## src/rtl/cevb_pkg.sv

```systemverilog
package cevb_pkg;

    // field widths of the stream items
    localparam int IN_TS_W    = 48;
    localparam int FIELD_W    = 16;
    localparam int IN_DATA_W  = 96;
    localparam int OUT_DATA_W = 64;

    // configuration port
    localparam int          PADDR_W      = 3;
    localparam int          PDATA_W      = 32;
    localparam logic [2:0]  REG_WINDOW   = 3'd0;
    localparam logic [31:0] WINDOW_RESET = 32'd1000;

    // command carried in the slave-side tuser
    localparam logic CMD_HIT   = 1'b0;
    localparam logic CMD_FLUSH = 1'b1;

    // one stored hit, laid out as the master-side tdata (rel_time lowest)
    typedef struct packed {
        logic [FIELD_W-1:0] adc;
        logic [FIELD_W-1:0] channel;
        logic [FIELD_W-1:0] module_id;
        logic [FIELD_W-1:0] rel_time;
    } t_hit;

endpackage

```

## src/rtl/coincidence_event_builder.sv

```systemverilog
// Coincidence-window event builder. Time-ordered hits arrive on the slave
// stream (tuser = 0 for a hit, 1 for a flush). A hit whose gap to the
// previous hit is below the window register joins the open event and is written
// straight into the hit store, one item per cycle when no drain runs. A hit
// outside the window, or a flush, starts a drain: the stored hits are read
// back from the store one at a time and sent on the master stream with
// tlast on the final hit and tuser set when hits were dropped because the
// store was full. Each hit of a drain passes a store read state and an
// output load state, and no new item is taken during the drain; the hit
// that closed the event is held aside and opens the next event as the drain
// ends. A timestamp that goes backwards drops the open event silently.
// Timestamps are used modulo 2**TS_BITS. The store needs no clearing after
// reset.
module coincidence_event_builder #(
    parameter int MAX_HITS = 64,
    parameter int TS_BITS  = 48
) (
    input  logic                                i_clk,
    input  logic                                i_rst_n,
    // slave stream
    input  logic                                i_s_tvalid,
    output logic                                o_s_tready,
    // timestamp[47:0], module_req[63:48], channel[79:64], adc_value[95:80]
    input  logic [cevb_pkg::IN_DATA_W-1:0]      i_s_tdata,
    // cmd[0]
    input  logic                                i_s_tuser,
    // master stream
    output logic                                o_m_tvalid,
    input  logic                                i_m_tready,
    // rel_time[15:0], hit_module[31:16], hit_channel[47:32], hit_adc[63:48]
    output logic [cevb_pkg::OUT_DATA_W-1:0]     o_m_tdata,
    output logic                                o_m_tlast,
    // truncated[0]
    output logic                                o_m_tuser,
    // configuration port
    input  logic                                psel,
    input  logic                                penable,
    input  logic                                pwrite,
    input  logic [cevb_pkg::PADDR_W-1:0]        paddr,
    input  logic [cevb_pkg::PDATA_W-1:0]        pwdata,
    output logic [cevb_pkg::PDATA_W-1:0]        prdata,
    output logic                                pready
);

    localparam int ADDR_W = $clog2(MAX_HITS);
    localparam int CNT_W  = $clog2(MAX_HITS + 1);
    localparam int CMP_W  = (TS_BITS > 32) ? TS_BITS : 32;

    localparam logic [1:0] S_IDLE = 2'd0;
    localparam logic [1:0] S_RD   = 2'd1;
    localparam logic [1:0] S_LOAD = 2'd2;

    // registers
    logic [1:0]                   r_state, n_state;
    logic [CNT_W-1:0]             r_count, n_count;
    logic [ADDR_W-1:0]            r_idx, n_idx;
    logic [TS_BITS-1:0]           r_first, n_first;
    logic [TS_BITS-1:0]           r_prev, n_prev;
    logic                         r_ovf, n_ovf;
    logic                         r_pend, n_pend;
    cevb_pkg::t_hit               r_pend_hit, n_pend_hit;
    logic [TS_BITS-1:0]           r_pend_ts, n_pend_ts;
    logic [31:0]                  r_window;
    logic                         r_out_valid, n_out_valid;
    cevb_pkg::t_hit               r_out_hit;
    logic                         r_out_last;
    logic                         r_out_trunc;
    cevb_pkg::t_hit               r_rd_data;

    // hit store
    cevb_pkg::t_hit               r_store [MAX_HITS];

    logic                         mem_we;
    logic [ADDR_W-1:0]            mem_waddr;
    cevb_pkg::t_hit               mem_wdata;

    logic                         in_accept;
    logic [TS_BITS-1:0]           in_ts;
    logic [TS_BITS-1:0]           gap;
    logic [TS_BITS-1:0]           rel_full;
    logic [cevb_pkg::FIELD_W-1:0] rel_sat;
    logic                         backward;
    logic                         joins;
    cevb_pkg::t_hit               in_hit;
    logic                         out_free;
    logic                         out_load;
    logic                         is_last;
    logic                         cfg_wr;

    // input decode
    assign in_accept        = i_s_tvalid && o_s_tready;
    assign in_ts            = TS_BITS'(i_s_tdata[cevb_pkg::IN_TS_W-1:0]);
    assign in_hit.rel_time  = '0;
    assign in_hit.module_id = i_s_tdata[63:48];
    assign in_hit.channel   = i_s_tdata[79:64];
    assign in_hit.adc       = i_s_tdata[95:80];

    // window test and relative time
    assign gap      = in_ts - r_prev;
    assign rel_full = in_ts - r_first;
    assign backward = in_ts < r_prev;
    assign joins    = CMP_W'(gap) < CMP_W'(r_window);
    assign rel_sat  = (rel_full > TS_BITS'(17'h0FFFF)) ? '1 : rel_full[cevb_pkg::FIELD_W-1:0];

    // drain bookkeeping
    assign out_free = !r_out_valid || i_m_tready;
    assign is_last  = CNT_W'(r_idx) == (r_count - CNT_W'(1));
    assign out_load = (r_state == S_LOAD) && out_free;

    // control and store write
    always_comb begin
        n_state    = r_state;
        n_count    = r_count;
        n_idx      = r_idx;
        n_first    = r_first;
        n_prev     = r_prev;
        n_ovf      = r_ovf;
        n_pend     = r_pend;
        n_pend_hit = r_pend_hit;
        n_pend_ts  = r_pend_ts;
        mem_we     = 1'b0;
        mem_waddr  = '0;
        mem_wdata  = in_hit;
        case (r_state)
            S_IDLE: begin
                if (in_accept) begin
                    if (i_s_tuser == cevb_pkg::CMD_FLUSH) begin
                        if (r_count != '0) begin
                            n_pend  = 1'b0;
                            n_idx   = '0;
                            n_state = S_RD;
                        end
                    end else if (r_count == '0 || backward) begin
                        // open a fresh event
                        mem_we  = 1'b1;
                        n_first = in_ts;
                        n_prev  = in_ts;
                        n_count = CNT_W'(1);
                        n_ovf   = 1'b0;
                    end else if (joins) begin
                        if (r_count < CNT_W'(MAX_HITS)) begin
                            mem_we             = 1'b1;
                            mem_waddr          = r_count[ADDR_W-1:0];
                            mem_wdata.rel_time = rel_sat;
                            n_count            = r_count + CNT_W'(1);
                        end else begin
                            n_ovf = 1'b1;
                        end
                        n_prev = in_ts;
                    end else begin
                        // hold the closing hit aside and drain
                        n_pend     = 1'b1;
                        n_pend_hit = in_hit;
                        n_pend_ts  = in_ts;
                        n_idx      = '0;
                        n_state    = S_RD;
                    end
                end
            end
            S_RD: begin
                n_state = S_LOAD;
            end
            S_LOAD: begin
                if (out_free) begin
                    if (is_last) begin
                        n_state = S_IDLE;
                        n_ovf   = 1'b0;
                        if (r_pend) begin
                            mem_we    = 1'b1;
                            mem_wdata = r_pend_hit;
                            n_first   = r_pend_ts;
                            n_prev    = r_pend_ts;
                            n_count   = CNT_W'(1);
                            n_pend    = 1'b0;
                        end else begin
                            n_count = '0;
                        end
                    end else begin
                        n_idx   = r_idx + ADDR_W'(1);
                        n_state = S_RD;
                    end
                end
            end
            default: begin
                n_state = S_IDLE;
            end
        endcase
    end

    assign n_out_valid = out_load || (r_out_valid && !i_m_tready);

    // control registers
    always_ff @(posedge i_clk) begin
        if (!i_rst_n) begin
            r_state     <= S_IDLE;
            r_count     <= '0;
            r_idx       <= '0;
            r_first     <= '0;
            r_prev      <= '0;
            r_ovf       <= 1'b0;
            r_pend      <= 1'b0;
            r_out_valid <= 1'b0;
        end else begin
            r_state     <= n_state;
            r_count     <= n_count;
            r_idx       <= n_idx;
            r_first     <= n_first;
            r_prev      <= n_prev;
            r_ovf       <= n_ovf;
            r_pend      <= n_pend;
            r_out_valid <= n_out_valid;
        end
    end

    // payload registers
    always_ff @(posedge i_clk) begin
        r_pend_hit <= n_pend_hit;
        r_pend_ts  <= n_pend_ts;
        if (out_load) begin
            r_out_hit   <= r_rd_data;
            r_out_last  <= is_last;
            r_out_trunc <= r_ovf;
        end
    end

    // hit store, one write and one registered read per cycle
    always_ff @(posedge i_clk) begin
        if (mem_we) begin
            r_store[mem_waddr] <= mem_wdata;
        end
        r_rd_data <= r_store[r_idx];
    end

    // configuration register
    assign cfg_wr = psel && penable && pwrite && pready;

    always_ff @(posedge i_clk) begin
        if (!i_rst_n) begin
            r_window <= cevb_pkg::WINDOW_RESET;
        end else if (cfg_wr && paddr == cevb_pkg::REG_WINDOW) begin
            r_window <= pwdata;
        end
    end

    assign pready = 1'b1;
    assign prdata = (paddr == cevb_pkg::REG_WINDOW) ? r_window : '0;

    // outputs
    assign o_s_tready = (r_state == S_IDLE);
    assign o_m_tvalid = r_out_valid;
    assign o_m_tdata  = r_out_hit;
    assign o_m_tlast  = r_out_last;
    assign o_m_tuser  = r_out_trunc;

    // checks
    a_count_range: assert property (@(posedge i_clk) disable iff (!i_rst_n)
        r_count <= CNT_W'(MAX_HITS))
        else $error("hit count beyond store depth");

    a_ovf_full: assert property (@(posedge i_clk) disable iff (!i_rst_n)
        r_ovf |-> r_count == CNT_W'(MAX_HITS))
        else $error("overflow flag set with room left in the store");

    a_drain_nonempty: assert property (@(posedge i_clk) disable iff (!i_rst_n)
        (r_state != S_IDLE) |-> (r_count != '0 && CNT_W'(r_idx) < r_count))
        else $error("drain index outside the stored hits");

    a_load_last_idle: assert property (@(posedge i_clk) disable iff (!i_rst_n)
        (out_load && is_last) |=> (r_state == S_IDLE && r_out_last))
        else $error("final hit of an event not marked");

endmodule

```

## config.mk

```make
export PLATFORM = sky130hd
export DESIGN_NAME = coincidence_event_builder
export DESIGN_NICKNAME = d
export VERILOG_FILES = /design/src/rtl/cevb_pkg.sv /design/src/rtl/coincidence_event_builder.sv
export SDC_FILE = /design/constraint.sdc
export NUM_CORES = 2
export LEC_CHECK = 0
export BUFFER_PORTS_ARGS = -buffer_cell sky130_fd_sc_hd__buf_2
export CAP_MARGIN = 20
export CORE_UTILIZATION = 60
export CTS_BUF_LIST = sky130_fd_sc_hd__clkbuf_8
export CTS_CLUSTER_DIAMETER = 150
export CTS_CLUSTER_SIZE = 30
export DETAILED_ROUTE_END_ITERATION = 12
export PLACE_DENSITY = 0.74
export SYNTH_ARGS = -nofsm -noshare
export SYNTH_HDL_FRONTEND = slang
export SYNTH_SLANG_ARGS = --single-unit
```

## constraint.sdc

```tcl
create_clock -name i_clk -period 15.5 [get_ports i_clk]
set_clock_uncertainty 0.15 [all_clocks]
set_input_delay 1.55 -clock i_clk [delete_from_list [all_inputs] [get_ports i_clk]]
set_output_delay 1.55 -clock i_clk [all_outputs]
set_load 0.02 [all_outputs]
```

-- Word level (Yosys, flattened, before mapping)
Memory sizes are Yosys's and may differ from the RTL's. A register that Yosys moved wholly into a read port is not among the register bits.
Cells that the tools add are included.
- register bits after elaboration: 308
- latch bits: 0
- bits in writable memories: 4096
- bits in read-only memories: 0
- input port bits: 139
- output and inout port bits: 101
- logic and storage cells: 152
- memories: 1
- add/sub/neg operators: 5
- multiply operators: 0
- div/mod/pow operators: 0
- $lt $le $gt $ge: 4
- equal/unequal tests: 16
- shift operators: 0
- mux-type cells: 80
- bitwise logic cells: 3
- reductions and logical operators: 24
- memory list (memory ; depth ; width ; read ports ; clocked after memory_dff ; write ports ; line ; source):
    r_store ; 64 ; 64 ; 1 ; 1 ; 1 ; coincidence_event_builder.sv:71 ; cevb_pkg::t_hit r_store [MAX_HITS];
- operator list (operator ; number):
    two-way mux 48 bit ; 11
    two-way mux 64 bit ; 3
    one-hot mux 48 bit (2 select lines) ; 2
    two-way mux 16 bit ; 6
    subtractor 48 bit ; 2
    two-way mux 6 bit ; 13
    two-way mux 7 bit ; 7
    greater-than comparator 48 x 16 -> 1 bit, second input constant ; 1
    less-than comparator 48 x 32 -> 1 bit ; 1
    less-than comparator 48 bit ; 1
    AND reduction 7 bit ; 6
    two-way mux 32 bit ; 1
    one-hot mux 16 bit (2 select lines) ; 1
    two-way mux 1 bit ; 24
    one-hot mux 7 bit (2 select lines) ; 1
    two-way mux 2 bit ; 6
    one-hot mux 6 bit (2 select lines) ; 1
    != test 2 bit, second input constant ; 5
    AND reduction 5 bit ; 2
    != test 3 bit, second input constant ; 3
    adder 7 x 1 -> 7 bit, second input constant ; 1
    == test 6 x 7 -> 1 bit ; 1
    logical NOT 7 bit ; 1
    less-than comparator 7 bit, second input constant ; 1
    other kinds (17) ; 31

-- Depth between registers and ports, before layout
- depth after elaboration: 9
- gate-level depth with buffers: 25
- gate-level depth less buffers: 24

-- Worst setup path before layout
No wires, ideal clock.
- path type: input -> register
- start point: input port i_s_tdata[5] (netlist bit)
- end point: register r_pend
- setup time: 0.095 ns
- data arrival time: 12.938 ns
- required time: 15.255 ns
- setup slack: 2.317 ns
- cell stages on the path: 21
- buffers on the path: 1
- cells stage by stage: ha_1 > clkbuf_1 > and3_1 > o311a_1 > o2111ai_1 > a2111oi_0 > nor2_1 > xnor2_1 > ha_1 > nand4_1 > nor4_1 > nor3b_1 > or4b_2 > o311ai_0 > nor4_1 > o21ai_0 > nor4_2 > and2_1 > nor3_1 > o21ai_0 > a21oi_1
- longest elaborated chain between the ends: 4
- elaborated cells on any way between the ends: 7
- those cells by class: 1 x add/sub; 2 x order compare; 2 x eq/ne; 2 x reduce/logical
- ends and longest elaborated chain (item ; line ; source):
    start: declaration ; coincidence_event_builder.sv:24 ; input logic [cevb_pkg::IN_DATA_W-1:0] i_s_tdata,
    subtractor 48 bit / less-than comparator 48 bit (equally long branches) ; coincidence_event_builder.sv:99, coincidence_event_builder.sv:101 ;
    less-than comparator 48 x 32 -> 1 bit / logical OR 1 bit (equally long branches) ; coincidence_event_builder.sv:102, coincidence_event_builder.sv:133 ;
    != test 3 bit (no line) ; -- ;
    AND reduction 7 bit (no line) (*) ; -- ;
    end signal: assignment ; coincidence_event_builder.sv:210 ; r_pend <= n_pend;
    end: declaration ; coincidence_event_builder.sv:60 ; logic r_pend, n_pend;
Mark *: on every way between the ends. The rest lies on a longest branch, timed or not.
A chain may end at the register's enable or synchronous reset.

-- Worst setup path after layout
- start point: input port i_s_tdata[0] (netlist bit)
- end point: memory r_store[41][5] (netlist bit) (enable)
- longest elaborated chain between the ends: 9
- elaborated cells on any way between the ends: 16
- those cells by class: 1 x add/sub; 2 x order compare; 12 x mux; 1 x reduce/logical
- ends and longest elaborated chain (item ; line ; source):
    subtractor 48 bit ; coincidence_event_builder.sv:99 ; assign gap = in_ts - r_prev;
    less-than comparator 48 x 32 -> 1 bit ; coincidence_event_builder.sv:102 ; assign joins = CMP_W'(gap) < CMP_W'(r_window);
    two-way mux 1 bit ; coincidence_event_builder.sv:140 ; end else if (joins) begin
    two-way mux 1 bit ; coincidence_event_builder.sv:133 ; end else if (r_count == '0 || backward) begin
    two-way mux 1 bit ; coincidence_event_builder.sv:127 ; if (i_s_tuser == cevb_pkg::CMD_FLUSH) begin
    two-way mux 1 bit ; coincidence_event_builder.sv:126 ; if (in_accept) begin
    one-hot mux 1 bit (2 select lines) ; coincidence_event_builder.sv:124 ; case (r_state)
    two-way mux 1 bit ; coincidence_event_builder.sv:228 ; if (mem_we) begin
    two-way mux 1 bit (implied by the code) ; coincidence_event_builder.sv:229 ; r_store[mem_waddr] <= mem_wdata;
    end: declaration ; coincidence_event_builder.sv:71 ;
Parallel ways exist; a longest one is shown, timed or not.

==> key figures <==
Die
  – Core ar.: 290800 um2
  – Die area: 294300 um2
  – Row count: about 200
  – Die height: 542.5 um
  – Initial Utilization: 0.6027
  – IO Pins: 240
  – Die Width: 542.5 um

Global routing
  – Largest net degree at the start of global routing: 135
  – GRT Residual Overflow: 0
  – Vias in the first global route: 82.64k
  – Global-route wire length before repair: 621.3 mm
  – Initial antenna violation count: 68
  – GRT Overall Usage: 0.3009

Synthesis
  – Mapped Nets: 8236
  – Seq cells post-synth: ~4.5k
  – Mux contribution to synthesized area: 0.1789
  – Compound-Gate Fraction of Synth Area: 0.02404
  – Synth Area in Adders: 0.009436
  – Async S/R FF share, synth: 0
  – Cells after Synth: 7966
  – Post-Synthesis Cell Area: approximately 180000 um2
  – Largest cells by area after synthesis: edfxtp_1, mux4_2, dfxtp_1
  – Simple-gate portion of the synthesized area: 0.01792
  – Area leader, netlist: edfxtp_1
  – Ys flop type: edfxtp_1
  – Yosys cell types: slightly below 80
  – Xor/xnor share of the synthesized area: 0.003697
  – Post-synth EDFFs: 4258
  – Post-synth top cells: edfxtp_1, mux4_2, nand2_1
  – Most common cell in the netlist: edfxtp_1
  – Seq/Total Area, Yosys: 0.7534
  – Largest family of logic cells by synthesized area: multiplexers
  – Ys Warns: 0
  – Mapped Avg Cell Area: 22.00 um2
  – Synth top area share: 0.7294

Clocking
  – CTS tree: built
  – Root buf cell: clkbuf_8
  – Clock Tree Buf Depth: 4
  – Clock Sinks: 4468
  – Total CTS buffers: between 150 and 200
  – Post-CTS resize count: 0
  – Cts hold-fix bufs: 0
  – Clock-pin slew on the worst setup and hold paths: around 170 ps
  – Clock Latency Late Sink: 1130 ps
  – Setup Buffers After CTS: 0
  – H-tree lvl count: 4

Power
  – Pwr/cell area: 100.2 nW/um2
  – Pleak: just under 60 nW
  – Max VDD drop: 105.9 uV

Job
  – Max_cap viols: 0

Placed design
  – Placed Cells: ~12k
  – Port buffer count: between 200 and 250
  – Setup WS pre-CTS: between 5000 and 6000 ps
  – RD Place Congestion: 0.8825
  – Post-DP HPWL: 263.5 mm

Timing
  – Setup slack after layout: 6101 ps
  – # setup viols final: 0
  – Worst-Margin Slew: 1213 ps
  – Sum Neg Setup Slack: 0 ps
  – Fin. Hold Viols: 0
  – Final slew viol count: 0
  – RSZ-0062 raised after global routing: no
  – Min cycle time layout: 9399 ps
  – Slew Limit Headroom: 0.1914
  – Final period util: 0.6064
  – Peak Freq: 106.4 MHz

Route
  – Initial DRC Count: 13.60k
  – DRC violations left: 0
  – Routed wire per std cell: approximately 36 um
  – Drt pass-1 iters: 7
  – Routed vias: roughly 85k
  – Number of vias per cell: around 7
  – ANT nets after route: 0
  – Detailed Route WL: 439.6 mm

Finish
  – Nets: roughly 8.5k
  – Fill cell count: 19.09k
  – Area of the multi-input gates: 41550 um2
  – Fraction of layout cells with a size suffix above 1: 0.2600
  – Syn-to-layout area delta: 5.698%
  – Finished Layout Cells: 12.23k
  – Reg area: between 100000 and 150000 um2

Critical path
  – Critical path startpoint category: primary input
  – Critical path class: in -> reg
  – Worst Path Arrival: 9970 ps
  – Worst endpoint required time: about 16000 ps
  – Crit path max fanout: 38
  – Setup crit end kind: register

Hold path
  – Worst min path class: reg -> reg

Run status
  – Status: finished clean
==> metrics by stage <==
stage          instance area, um2  power [mW]    util  hold WS [ps]
2_1_floorplan              175300       14.04       -         235.5
3_3_place_gp               182100       14.39  0.6261         236.1
3_5_place_dp               182200       14.41  0.6263         238.7
4_1_cts                    185000       18.60  0.6362         216.1
5_1_grt                    185200       19.04  0.6369         248.7
6_report                   185300       18.56  0.6370         227.7
==> state kept, by name (all words and copies together) (netlist names) <==
signal / count
r_ovf: 1
r_pend_hit: 48
r_pend_ts: 48
o_m_tvalid: 1
r_store: 4096
o_m_tdata: 64
r_window: 32
r_first: 48
r_prev: 48
r_rd_data: 64
o_m_tuser: 1
r_idx: 6
r_count: 7
r_pend: 1
o_m_tlast: 1
r_state: 2
==> cell type report <==
type                            instances  area share
Antenna cell                           17   0.0002296
Clock buffer                          176     0.01307
Clock inverter                        109    0.002485
Inverter                              163    0.003302
Multi-Input combinational cell       2921      0.2243
Sequential cell                      4468      0.7129
Tap cell                             3900     0.02634
Timing Repair Buffer                  476     0.01738
==> path summary, 6_finish.rpt <==
kind | start | cells after the start | to | slack, ps
max | i_s_tdata[0] | 28 | r_store[41][5] | 6100
min | r_rd_data[45] | 0 | o_m_tdata[45] | 230
max reg2reg | r_prev[0] | 26 | r_store[41][5] | 6420
min reg2reg | r_rd_data[45] | 0 | o_m_tdata[45] | 230
==> routing by layer <==
metal  global-route usage  wire (um)
met3              0.06458      53160
met5                    0        459
met4              0.07444      12240
met2               0.4628     206400
met1               0.4481     167400
==> kinds of logic after synthesis <==
kind of cell,after synthesis
compound gates,587
buf+inv,577
mux,1447
simple gates,681
fa+ha+maj,131
other cells,1
flops,4468
xor+xnor,74
==> power breakdown <==
part           total [mW]  internal (mW)  switching, mW
clock network        4.41           1.08           3.33
logic               0.922          0.285          0.638
registers            13.2           13.2         0.0235
==> placed cells by master, fill, tap and decap left out, drive strengths merged, types with 97 or more instances in the layout <==
cell type  count
nand2        297
edfxtp      4258
inv          268
o211a         97
nor2         139
mux4        1344
a21oi        138
ha           129
dfxtp        210
buf          476
clkbuf       176
==> worst max-delay path, cell delays in order <==
cell and delay, ps:
buf_2 110, inv_1 100, ha_1 190, inv_1 60
fa_1 410, nand3_1 160, a211oi_1 100, nor3_1 570
o21ai_0 280, a31oi_1 530, o21ai_0 220, xor2_1 190
ha_1 290, nand2_1 80, nor4_1 80, nor3b_1 170
or4b_2 210, o311ai_0 120, nor4_1 380, o21ai_0 220
nor4_2 480, nand2_1 240, nor4_4 200, buf_4 440
nand3b_1 470, buf_4 390, nor2_4 820, buf_4 810
No activity file was read; power rests on OpenSTA's default activity.
